$ cat src/hw/rtl/mrrt_pkg.sv
// ------------------------------------------------------------------------------------------
// Refinement tagger package
// Register map, pipeline depths and shared types of the tagger core.
// ------------------------------------------------------------------------------------------
`timescale 1ns / 1ps
`default_nettype none

package mrrt_pkg;

    localparam int CFG_DATA_W  = 48;
    localparam int CFG_IDX_W   = 3;
    localparam int CFG_REGIONS = 3;
    localparam int CTRL_W      = 6;
    localparam int CTRL_SHAPE_LSB = 3;
    localparam int AXES        = 3;

    localparam logic [CFG_IDX_W-1:0] REG_CONTROL = 3'd0;
    localparam logic [CFG_IDX_W-1:0] REG_CENTER0 = 3'd1;
    localparam logic [CFG_IDX_W-1:0] REG_CENTER1 = 3'd2;
    localparam logic [CFG_IDX_W-1:0] REG_CENTER2 = 3'd3;
    localparam logic [CFG_IDX_W-1:0] REG_RADII0  = 3'd4;
    localparam logic [CFG_IDX_W-1:0] REG_RADII1  = 3'd5;
    localparam logic [CFG_IDX_W-1:0] REG_RADII2  = 3'd6;
    localparam logic [CFG_IDX_W-1:0] REG_SPACING = 3'd7;

    localparam int FRONT_LAT = 2;
    localparam int SPH_LAT   = 6;
    localparam int PIPE_LAT  = 1 + FRONT_LAT + SPH_LAT + 1;

    typedef struct packed {
        logic active;
        logic cube;
    } t_region_ctrl;

endpackage

`default_nettype wire

$ cat src/hw/rtl/mrrt_cfg_regs.sv
// ------------------------------------------------------------------------------------------
// Refinement tagger configuration registers
// Write-only register file; splits the packed registers into per-axis fields.
// ------------------------------------------------------------------------------------------
`timescale 1ns / 1ps
`default_nettype none

module mrrt_cfg_regs
    import mrrt_pkg::*;
#(
    parameter int COORD_BITS = 16
) (
    input  wire logic                                             i_clk,
    input  wire logic                                             i_rst_n,
    input  wire logic                                             i_cfg_we,
    input  wire logic [CFG_IDX_W-1:0]                             i_cfg_addr,
    input  wire logic [CFG_DATA_W-1:0]                            i_cfg_wdata,
    output t_region_ctrl [CFG_REGIONS-1:0]                        o_ctrl,
    output logic [CFG_REGIONS-1:0][AXES-1:0][COORD_BITS-1:0]      o_center,
    output logic [CFG_REGIONS-1:0][AXES-1:0][COORD_BITS-1:0]      o_radii,
    output logic [AXES-1:0][COORD_BITS-1:0]                       o_spacing
);

    localparam int PACK_W = AXES * COORD_BITS;

    logic [CTRL_W-1:0]                        r_control;
    logic [CFG_REGIONS-1:0][CFG_DATA_W-1:0]   r_center;
    logic [CFG_REGIONS-1:0][CFG_DATA_W-1:0]   r_radii;
    logic [CFG_DATA_W-1:0]                    r_spacing;

    function automatic logic [PACK_W-1:0] widen(input logic [CFG_DATA_W-1:0] v);
        logic [PACK_W+CFG_DATA_W-1:0] ext;
        ext = {{PACK_W{1'b0}}, v};
        return ext[PACK_W-1:0];
    endfunction

    always_ff @(posedge i_clk) begin
        if (!i_rst_n) begin
            r_control <= '0;
            r_center  <= '0;
            r_radii   <= '0;
            r_spacing <= '0;
        end else if (i_cfg_we) begin
            unique case (i_cfg_addr)
                REG_CONTROL: r_control   <= i_cfg_wdata[CTRL_W-1:0];
                REG_CENTER0: r_center[0] <= i_cfg_wdata;
                REG_CENTER1: r_center[1] <= i_cfg_wdata;
                REG_CENTER2: r_center[2] <= i_cfg_wdata;
                REG_RADII0:  r_radii[0]  <= i_cfg_wdata;
                REG_RADII1:  r_radii[1]  <= i_cfg_wdata;
                REG_RADII2:  r_radii[2]  <= i_cfg_wdata;
                REG_SPACING: r_spacing   <= i_cfg_wdata;
                default: begin
                end
            endcase
        end
    end

    genvar g_r;
    generate
        for (g_r = 0; g_r < CFG_REGIONS; g_r++) begin : g_region
            assign o_ctrl[g_r].active = r_control[g_r];
            assign o_ctrl[g_r].cube   = r_control[CTRL_SHAPE_LSB + g_r];
            assign o_center[g_r]      = widen(r_center[g_r]);
            assign o_radii[g_r]       = widen(r_radii[g_r]);
        end
    endgenerate

    assign o_spacing = widen(r_spacing);

endmodule

`default_nettype wire

$ cat config.mk
export PLATFORM = sky130hd
export DESIGN_NAME = mrrt_cfg_regs
export DESIGN_NICKNAME = d
export VERILOG_FILES = /design/src/hw/rtl/mrrt_pkg.sv /design/src/hw/rtl/mrrt_cfg_regs.sv
export SDC_FILE = /design/constraint.sdc
export NUM_CORES = 1
export LEC_CHECK = 0
export ABC_AREA = 1
export BUFFER_PORTS_ARGS = -buffer_cell sky130_fd_sc_hd__buf_2
export CAP_MARGIN = 20
export CORE_MARGIN = 8
export CORE_UTILIZATION = 55
export DETAILED_ROUTE_END_ITERATION = 10
export PLACE_DENSITY = 0.87
export REMOVE_ABC_BUFFERS = 1
export SLEW_MARGIN = 20
export SYNTH_ARGS = -nofsm -noshare
export SYNTH_HDL_FRONTEND = slang
export SYNTH_SLANG_ARGS = --single-unit
$ cat constraint.sdc
create_clock -name i_clk -period 2.31 [get_ports i_clk]
set_input_delay 0.231 -clock i_clk [delete_from_list [all_inputs] [get_ports i_clk]]
set_output_delay 0.231 -clock i_clk [all_outputs]
set_load 0.02 [all_outputs]
== Word level (Yosys, flattened, before mapping) ==
Cells that the tools add are included.
Operators by class
  eq/ne operators: 7
  reduce and logical (&&, ||, !) cells: 9
Operators by type and width (number)
  AND reduction 2 bit: 8
  == test 3 bit (second input constant): 4
  == test 3 x 2 -> 1 bit (second input constant): 2
  == test 3 x 1 -> 1 bit (second input constant): 1
  logical NOT 3 bit: 1
Storage, ports and cells
  flip-flop bits (word level): 342
  output and inout bits: 342
  logic and storage cells: 24
  bits of input ports: 54

== Depth between registers and ports, before layout ==
  depth after elaboration: 2
  gate-level depth with buffers: 7
  gate-level depth less buffers: 5

== Least setup slack after synthesis ==
No wires, ideal clock.
  path type: input-to-reg
  start point: input i_cfg_addr[0]
  end point: register r_radii, in the netlist o_radii[10]
  stages on the path: 5
  arrival time: 1.044 ns
  buffers on the path: 1
  path slack: 1.153 ns
  data required time: 2.197 ns
  path through: nor2_1 clkbuf_1 nand3_1 nand2_1 nor2_1
On the way
  cells in the longest elaborated chain, start to end: 2
Ends and longest elaborated chain
  start, declared: line mrrt_cfg_regs.sv:16  | input wire logic [CFG_IDX_W-1:0] i_cfg_addr,
  == test 3 bit: line mrrt_cfg_regs.sv:44  | unique case (i_cfg_addr)
  AND reduction 2 bit (no line)
  end, declared: line mrrt_cfg_regs.sv:28  | logic [CFG_REGIONS-1:0][CFG_DATA_W-1:0] r_radii;
Every way passes these cells.
A chain may end at the register's enable or synchronous reset.

== Worst setup path after layout ==
  start point: register r_radii, in the netlist o_radii[89]
  end point: output o_radii[89] in the netlist's numbering
RTL lines
  end, declared: line mrrt_cfg_regs.sv:20  | output logic [CFG_REGIONS-1:0][AXES-1:0][COORD_BITS-1:0] o_radii,
No word-level cell between the ends.

==> impl_metrics.json <==
{
  "status": "completed",
  "crit_family": "flip-flops",
  "fin_nets": 2302,
  "path_max_fanout": 2,
  "path_cells": "buf_2",
  "grt_pass1_vias": 13289,
  "fin_cells": 2587,
  "grt_pass1_wl_um": 68400,
  "wl_per_cell_um": 17.2,
  "cts_buffers": 36,
  "fmax_mhz": 750,
  "cts_setup_buffers": 0,
  "drtIter0Drc": 1465,
  "ys_seq_elements": 342,
  "tritoncts": "built",
  "avgViaCountPerCell": 5.40,
  "fin_util": 0.704,
  "antenna_found_initial": 0,
  "yosys_warnings": 0,
  "fp.dieW_um": 171,
  "synth.distinct_cells": 11,
  "rows": 56,
  "fp.dieArea_mm2": 0.0293,
  "netlist_instances": 1921,
  "endpoint_kind": "output pin",
  "hpwl_um": 29100,
  "start_util": 0.562,
  "leakage_nw": 8.24,
  "setup_viol": 0,
  "dp.cells": 2529,
  "synth_area_mm2": 0.0132,
  "syn_avg_cell_area_um2": 6.89,
  "power_density_mw_per_mm2": 792,
  "drc": 0,
  "cts-resized-gates": 0,
  "globalRouteOverflowTotal": 0,
  "slew_violations": 0,
  "clock_latency_ns": 0.50,
  "critPathKind": "register to output pin",
  "arrival_ns": 1.10,
  "num_antenna_cells": 0,
  "hold_path_class": "input pin to register",
  "total_power_mw": 13.1,
  "grt_use_total": 0.289,
  "slowest_stage": "dfxtp_1",
  "critPathLaunchType": "register",
  "cp_num_buf_inv": 1,
  "slew_headroom": 0.506,
  "holdBufCountCts": 0,
  "ioPinCount": 396,
  "cpPeakStageDelay_ns": 0.40,
  "fin_worst_skew_ns": 0,
  "gp_congestion": 0.837,
  "max_cap_viol_count": 0,
  "core-area_mm2": 0.0235,
  "cp.required_ns": 2.08,
  "ys_seq_area_frac": 0.517,
  "drtPass1Iterations": 8,
  "tightestPinTransition_ns": 0.739,
  "clkTransAtPathRegs_ns": 0.06,
  "grt_start_max_net_pins": 86,
  "cts_root_buffer": "clkbuf_16",
  "ant_nets": 0,
  "cts_sinks": 342,
  "cts_max_level": 2,
  "dieHeight_um": 171,
  "wl_um": 44400,
  "period_share": 0.577,
  "vdd_drop_max_v": 0.000633,
  "hold_violations": 0,
  "layout-drive-gt1-share": 0.217,
  "ctsLongestPathBuffers": 3,
  "area_delta_synth_final_pct": 25.2,
  "min_period_ns": 1.33,
  "portBuffers": 395,
  "via_count": 13972,
  "n_fill_cell": 1859,
  "rsz0062_at_grt": "false"
}
## cell usage in the layout (no fill, tap or decap)
master        n
buf_8         1
clkbuf_1      6
clkbuf_8      5
buf_2       394
inv_1        52
nor2_1      685
nand2_1     396
dfxtp_1     342
clkbuf_16    37
nor2_4       11
inv_4         1
inv_6         2
inv_2         1
nand3_1     294
buf_4        21
clkinv_2      6
clkinvlp_4    2
buf_12       12
## kinds of logic (layout without fill, tap and decap cells)
family | after synthesis | in the layout | share of synthesized area
AND/OR/NAND/NOR | 1386 | 1386 | 0.422
buffers and inverters | 193 | 540 | 0.0611
flip-flops | 342 | 342 | 0.517
## per-layer routing
metal  up-vias  track usage  part of all wire  wire length (um)
li1       6576            -                 -                 -
met1      6368        0.339              0.36             16100
met2       873        0.481              0.47             21000
met3       155       0.0712              0.12              5220
met4         0        0.154             0.046              2070
met5         -            0                 0                 0
## state kept, by name, summed over array words and instances (netlist names)
signal / count
r_control: 6
o_spacing: 48
o_radii: 144
o_center: 144
## per-stage QoR
stage | hold WS [ns] | setup TNS [ns] | area (um2) | setup slack (ns)
floorplan | 0.352 | -458.40 | 12600 | -2.92
global route | 0.159 | 0 | 16600 | 0.957
global placement | 0.455 | 0 | 15500 | 0.726
detailed placement | 0.466 | 0 | 15500 | 0.696
finish | 0.133 | 0 | 16600 | 0.977
CTS | 0.107 | 0 | 16600 | 0.969
## synth_stat cells
master    instances  area (um2)
nor2_1          693        2600
nand2_1         396        1490
dfxtp_1         342        6850
nand3_1         294        1470
clkbuf_1         66         248
buf_2            55         275
inv_1            53         199
buf_1            14        52.6
buf_4             4        30.0
nor2_2            3        18.8
inv_2             1        3.75
## worst register-to-register path, cell delays in order (launching register included)
cell and delay, ns:
dfxtp_1 0.32, nor2_1 0.16, nor2_1 0.08
## power breakdown
| part | switching (mW) | internal [mW] |
|---|---|---|
| Clock | 2.27 | 3.08 |
| Combinational | 1.08 | 0.461 |
| Sequential | 0.124 | 6.11 |
| Total | 3.48 | 9.65 |
## path summary, 6_finish.rpt
check             startpoint       endpoint  slack [ns]  cells after the start
min          i_cfg_wdata[35]  o_spacing[35]        0.13                      5
max              o_radii[89]    o_radii[89]        0.98                      1
min reg2reg     o_radii[104]   o_radii[104]        0.48                      2
max reg2reg     o_spacing[2]   o_spacing[2]        1.64                      2
## area by class of cell
class | count | area [um2] | area share
Sequential cell | 342 | 6850 | 0.413
Multi-Input combinational cell | 1386 | 5650 | 0.341
Timing Repair Buffer | 428 | 2380 | 0.144
Clock buffer | 48 | 1020 | 0.0614
Tap cell | 319 | 399 | 0.0241
Inverter | 54 | 205 | 0.0124
Clock inverter | 10 | 62.6 | 0.00378
No activity file was read; power rests on OpenSTA's default activity.
