==> src/hw/rtl/mrrt_pkg.sv <==
// ------------------------------------------------------------------------------------------
// Refinement tagger package
// Register map, pipeline depths and shared types of the tagger core.
// ------------------------------------------------------------------------------------------
`timescale 1ns / 1ps
`default_nettype none

package mrrt_pkg;

    localparam int CFG_DATA_W  = 48;
    localparam int CFG_IDX_W   = 3;
    localparam int CFG_REGIONS = 3;
    localparam int CTRL_W      = 6;
    localparam int CTRL_SHAPE_LSB = 3;
    localparam int AXES        = 3;

    localparam logic [CFG_IDX_W-1:0] REG_CONTROL = 3'd0;
    localparam logic [CFG_IDX_W-1:0] REG_CENTER0 = 3'd1;
    localparam logic [CFG_IDX_W-1:0] REG_CENTER1 = 3'd2;
    localparam logic [CFG_IDX_W-1:0] REG_CENTER2 = 3'd3;
    localparam logic [CFG_IDX_W-1:0] REG_RADII0  = 3'd4;
    localparam logic [CFG_IDX_W-1:0] REG_RADII1  = 3'd5;
    localparam logic [CFG_IDX_W-1:0] REG_RADII2  = 3'd6;
    localparam logic [CFG_IDX_W-1:0] REG_SPACING = 3'd7;

    localparam int FRONT_LAT = 2;
    localparam int SPH_LAT   = 6;
    localparam int PIPE_LAT  = 1 + FRONT_LAT + SPH_LAT + 1;

    typedef struct packed {
        logic active;
        logic cube;
    } t_region_ctrl;

endpackage

`default_nettype wire

==> src/hw/rtl/mrrt_region_front.sv <==
// ------------------------------------------------------------------------------------------
// Refinement tagger region front end
// Two stages: offsets and effective radii, then absolute offsets and the box test.
// ------------------------------------------------------------------------------------------
`timescale 1ns / 1ps
`default_nettype none

module mrrt_region_front
    import mrrt_pkg::*;
#(
    parameter int COORD_BITS = 16
) (
    input  wire logic                                   i_clk,
    input  wire logic [AXES-1:0][COORD_BITS-1:0]        i_point,
    input  wire logic [AXES-1:0][COORD_BITS-1:0]        i_center,
    input  wire logic [AXES-1:0][COORD_BITS-1:0]        i_radii,
    input  wire logic [AXES-1:0][COORD_BITS-1:0]        i_spacing,
    output logic                                        o_ok,
    output logic [AXES-1:0][COORD_BITS-1:0]             o_off,
    output logic [AXES-1:0][COORD_BITS-1:0]             o_rad
);

    localparam int W = COORD_BITS;

    logic [AXES-1:0][W:0]   r_diff;
    logic [AXES-1:0][W:0]   r_reff;
    logic [AXES-1:0][W:0]   n_diff;
    logic [AXES-1:0][W:0]   n_reff;

    logic                   r_ok;
    logic [AXES-1:0][W-1:0] r_off;
    logic [AXES-1:0][W-1:0] r_rad;
    logic                   n_ok;
    logic [AXES-1:0][W-1:0] n_off;
    logic [AXES-1:0][W-1:0] n_rad;

    always_comb begin
        for (int a = 0; a < AXES; a++) begin
            n_diff[a] = {i_point[a][W-1], i_point[a]} - {i_center[a][W-1], i_center[a]};
            n_reff[a] = {1'b0, i_radii[a]} - {1'b0, i_spacing[a]};
        end
    end

    always_comb begin
        logic [W:0] mag;
        n_ok = 1'b1;
        mag  = '0;
        for (int a = 0; a < AXES; a++) begin
            mag = r_diff[a][W] ? (~r_diff[a] + 1'b1) : r_diff[a];
            if (r_reff[a][W] || (r_reff[a] == '0) || (mag > r_reff[a])) begin
                n_ok = 1'b0;
            end
            n_off[a] = mag[W-1:0];
            n_rad[a] = r_reff[a][W-1:0];
        end
    end

    always_ff @(posedge i_clk) begin
        r_diff <= n_diff;
        r_reff <= n_reff;
        r_ok   <= n_ok;
        r_off  <= n_off;
        r_rad  <= n_rad;
    end

    assign o_ok  = r_ok;
    assign o_off = r_off;
    assign o_rad = r_rad;

endmodule

`default_nettype wire

==> config.mk <==
export PLATFORM = sky130hd
export DESIGN_NAME = mrrt_region_front
export DESIGN_NICKNAME = d
export VERILOG_FILES = /design/src/hw/rtl/mrrt_pkg.sv /design/src/hw/rtl/mrrt_region_front.sv
export SDC_FILE = /design/constraint.sdc
export NUM_CORES = 1
export LEC_CHECK = 0
export BUFFER_PORTS_ARGS = -buffer_cell sky130_fd_sc_hd__buf_2
export CORE_MARGIN = 10
export CORE_UTILIZATION = 55
export CTS_BUF_LIST = sky130_fd_sc_hd__clkbuf_8
export DETAILED_ROUTE_END_ITERATION = 6
export PLACE_DENSITY = 0.9
export REMOVE_ABC_BUFFERS = 1
export SYNTH_ARGS = -nofsm -noshare
export SYNTH_HDL_FRONTEND = slang
export SYNTH_SLANG_ARGS = --single-unit
==> constraint.sdc <==
create_clock -name i_clk -period 3.7 [get_ports i_clk]
set_input_delay 0.185 -clock i_clk [delete_from_list [all_inputs] [get_ports i_clk]]
set_output_delay 0.185 -clock i_clk [all_outputs]
set_load 0.05 [all_outputs]
Yosys cells after proc, flatten, opt, wreduce, memory -nomap -nowiden
Cells that the tools add are included.
{"block": "totals", "regBits": 199, "output_inout_bits": 97, "elab_cells": 42}
{"block": "op_classes", "n_addsub": 9, "order_cmp": 3, "n_mux": 4, "bitwise_logic": 3, "reduce_logical": 10}
{"op": "$sub A16 B16 Y17", "n": 6}
{"op": "$add A17 B1 Y17 const B", "n": 3}
{"op": "$gt A17 B17 Y1", "n": 3}
{"op": "$logic_not A17 Y1", "n": 3}
{"op": "$mux W17", "n": 3}
{"op": "$not A17 Y17", "n": 3}
{"op": "$logic_or A1 B1 Y1", "n": 6}
{"op": "$reduce_or A2 Y1", "n": 1}
{"op": "$mux W1", "n": 1}

Depth between registers and ports, before layout
{"block": "depth", "depth_word": 6, "mapped_depth": 14}

Worst setup path before layout
Ideal clock, no wire load.
{"block": "synth_timing", "kind": "register to register", "startpoint": "reg r_diff[19] (netlist name)", "endpoint": "reg r_ok (netlist: o_ok)", "setup_time_ns": 0.086, "t_arrival_ns": 3.134, "path_slack_ns": 0.480, "stages_incl_launch_ff": 13, "synth_period_minus_slack_ns": 3.220, "path_cell_list": "dfxtp_1 -> or3_1 -> or3b_4 -> or4_4 -> o41ai_2 -> xnor2_1 -> ha_1 -> a21o_1 -> a21o_1 -> a21oi_1 -> o21ai_0 -> a211o_1 -> a211oi_1"}
{"item": "start: declaration", "line_no": "mrrt_region_front.sv:25", "rtl": "logic [AXES-1:0][W:0] r_diff;"}
{"item": "start signal: assignment", "line_no": "mrrt_region_front.sv:59", "rtl": "r_diff <= n_diff;"}
{"item": "end signal: assignment", "line_no": "mrrt_region_front.sv:61", "rtl": "r_ok <= n_ok;"}
{"item": "end: declaration", "line_no": "mrrt_region_front.sv:30", "rtl": "logic r_ok;"}

==> flow_summary.json <==
{
  "hold_violations": 0,
  "maxCapViolCount": 0,
  "cts.root.buffer_cell": "clkbuf_8",
  "drtAntennaViolNets": 0,
  "final_cell_area_um2": 13200,
  "synth_most_common_cell": "dfxtp_1",
  "crit_required_ps": 4100,
  "period_needed_ps": 3540,
  "synth_area_um2": 10900,
  "fin_crit_sh_pct": 95.5,
  "num_io_pins": 290,
  "yosysUniqueCellTypes": 60,
  "status": "completed",
  "yosys.area.top_type_share_pct": 36.4,
  "intPower_w": 0.00441,
  "htreeDepth": 4,
  "path_clk_slew_ps": 110,
  "cp-start-kind": "flop",
  "overflow": 0,
  "critPathArrivalTime_ps": 3930,
  "place.port_buffers": 289,
  "end_kind": "flop",
  "switchingPower_w": 0.00345,
  "clk_latency_ps": 480,
  "dr.pass1.iters": 5,
  "slew_headroom_pct": 53.4,
  "cp_common_cell": "a21o_1",
  "hold_slack_ps": 17.1,
  "grt_start_max_net_pins": 21,
  "crit_family": "simple AND/OR/NAND/NOR gates",
  "worst_path_largest_cell_delay_ps": 470,
  "skew_ps": 9.50,
  "initial_core_util_pct": 56.0,
  "synthFlopType": "dfxtp_1",
  "grt_pass1_vias": 9901,
  "rr_startpoint": "r_diff[19]$_DFF_P_",
  "numCtsBuffers": 17,
  "synth-edff-count": 0,
  "diodes": 0,
  "reg2reg_depth": 12,
  "synthArstFlopShare_pct": 0,
  "gp_congestion": 0.936,
  "synthCells": 1211,
  "drtIter0Drc": 507,
  "critical_path_buf_inv_count": 0,
  "yosys.area.top_type": "dfxtp_1",
  "cts_tree": "yes",
  "yosysWarnings": 0,
  "holdPathEnd": "n_rad[16]$_DFF_P_",
  "seq_area_frac_synth_pct": 36.4,
  "drv_slew": 0,
  "drc_errors": 0,
  "crit_chain": "or3_1 -> or3b_4 -> or4_4 -> o41ai_4 -> xnor2_1 -> ha_1 -> a21o_1 -> a21o_1 -> a21oi_1 -> o21ai_0 -> a211o_1 -> a211oi_1",
  "min_from": "i_radii[16]",
  "crit_type": "reg2reg",
  "rows": 51,
  "vias": 9592,
  "post_dp_cell_area_um2": 12700,
  "ctsLongestPathBuffers": 2,
  "p_leak_nw": 6.82,
  "p_sw_share_pct": 43.9,
  "antenna_found_initial": 0,
  "r2r_end": "o_ok$_SDFF_PP0_",
  "final-instance-count-excl-fill": 1800,
  "syn_avg_cell_area_um2": 9.03,
  "final.setup.tns_ps": 0,
  "wl_per_cell_um": 16.6,
  "cpMaxStageDelayCell": "or4_4",
  "setup-violations-final": 0,
  "r2r_slack_ps": 160,
  "comb_power_share_pct": 42.0,
  "fp.dieH_um": 161,
  "cts_sinks": 199,
  "ir_worst_vdd_mv": 0.280,
  "drive_above_1_share_pct": 21.8,
  "worst_hold_path_type": "in2reg",
  "core_um2": 19500,
  "cp.depth": 12,
  "seqPwrFrac_pct": 39.1,
  "tightest_slew_ps": 698,
  "synth_area_leaders": "dfxtp_1, ha_1, inv_1",
  "ys_ff_latch": 199,
  "min_path_cells": 4,
  "viasPerCell": 5.33,
  "die_w_um": 161,
  "place_hpwl_um": 25000,
  "worst-path-max-fanout": 4,
  "power.density_nw_per_um2": 595,
  "finalNetCount": 1871,
  "area_growth_pct": 20.9,
  "postCtsSetupBuffers": 0,
  "routed_wl_um": 30000,
  "grt_pass1_wl_um": 47600,
  "dp_cells": 1762,
  "grt_usage_pct": 22.1,
  "n_fill_cell": 1541,
  "timing.fmax_mhz": 283,
  "die_area_um2": 25900,
  "pwr-share-clk_pct": 18.9,
  "netlist_top_cells_count": "dfxtp_1, inv_1, ha_1, xnor2_1, nand2_1"
}
area by class of cell:
class / count / area (um2) / area share, %
Sequential cell: 199 / 3980 / 30.1
Timing Repair Buffer: 296 / 1510 / 11.5
Inverter: 193 / 724 / 5.48
Clock buffer: 17 / 234 / 1.77
Clock inverter: 15 / 210 / 1.59
Multi-Input combinational cell: 815 / 6220 / 47.1
Tap cell: 265 / 332 / 2.51
power groups by stage:
stage                     registers (W)  logic, W  clock network (W)
after global placement          0.00309   0.00317                  0
after CTS                       0.00306   0.00329            0.00151
after global routing            0.00311   0.00358            0.00160
final                           0.00308   0.00330            0.00148
after detailed placement        0.00311   0.00326                  0
after floorplan                 0.00404   0.00137                  0
worst max path at each step:
stage | from | endpoint | slack, ps
after floorplan | r_diff[19]$_DFF_P_ | o_ok$_SDFF_PP0_ | 480
after global placement | r_diff[19]$_DFF_P_ | o_ok$_SDFF_PP0_ | 360
after detailed placement | r_diff[19]$_DFF_P_ | o_ok$_SDFF_PP0_ | 210
after CTS | r_diff[19]$_DFF_P_ | o_ok$_SDFF_PP0_ | 170
after global routing | r_diff[19]$_DFF_P_ | o_ok$_SDFF_PP0_ | -2
final | r_diff[19]$_DFF_P_ | o_ok$_SDFF_PP0_ | 160
tightest hold or removal path, delay by kind of cell:
family     cells  cell delay, ps
fa+ha+maj      1             120
buf+inv        3             160
metrics by stage:
stage / util (%) / setup WS (ps) / total power [W]
final: 67.7 / 165 / 0.00786
after global routing: 67.7 / -2.22 / 0.00829
after CTS: 67.6 / 171 / 0.00786
after detailed placement: 65.0 / 210 / 0.00636
after global placement: 65.0 / 361 / 0.00626
after floorplan: - / 480 / 0.00540
placed cells by master (no fill, tap or decap), types with 23 or more instances in the layout:
cell type and n:
xnor2_1 80, nand3_1 23, dfxtp_1 199, nor2b_1 25
xor2_1 29, buf_2 289, nand2_1 65, nor2_1 61
o21a_1 28, a21o_1 28, o21ai_0 49, inv_1 193
ha_1 150, a21oi_1 62
cell families after synthesis:
logic type      count (synthesis)  share of synthesized area [%]
xor+xnor                      109                           8.73
fa+ha+maj                     156                           18.3
flops                         199                           36.4
mux                             3                          0.275
compound gates                263                           16.1
simple gates                  284                           13.4
buf+inv                       197                           6.83
flip-flops by register name (all words and copies together) (netlist names):
signal	flops
o_rad	48
r_diff	51
o_ok	1
n_rad	48
o_off	48
r_reff	3
timing repair:
action	in CTS	in global routing
resized for setup	0	2
hold endpoints to repair	6	0
hold buffers	6	0
endpoints found under the setup margin	0	1
routing by layer:
layer | global-route usage (%) | part of all wire [%] | vias up | wire [um]
met5 | 0 | 0 | - | 0
met4 | 8.19 | 2.9 | 0 | 866
met3 | 4.91 | 5.5 | 66 | 1640
met2 | 39.4 | 51 | 296 | 15200
met1 | 25.2 | 41 | 4425 | 12200
li1 | - | - | 4805 | -
Power figures use the tool's default switching activity.
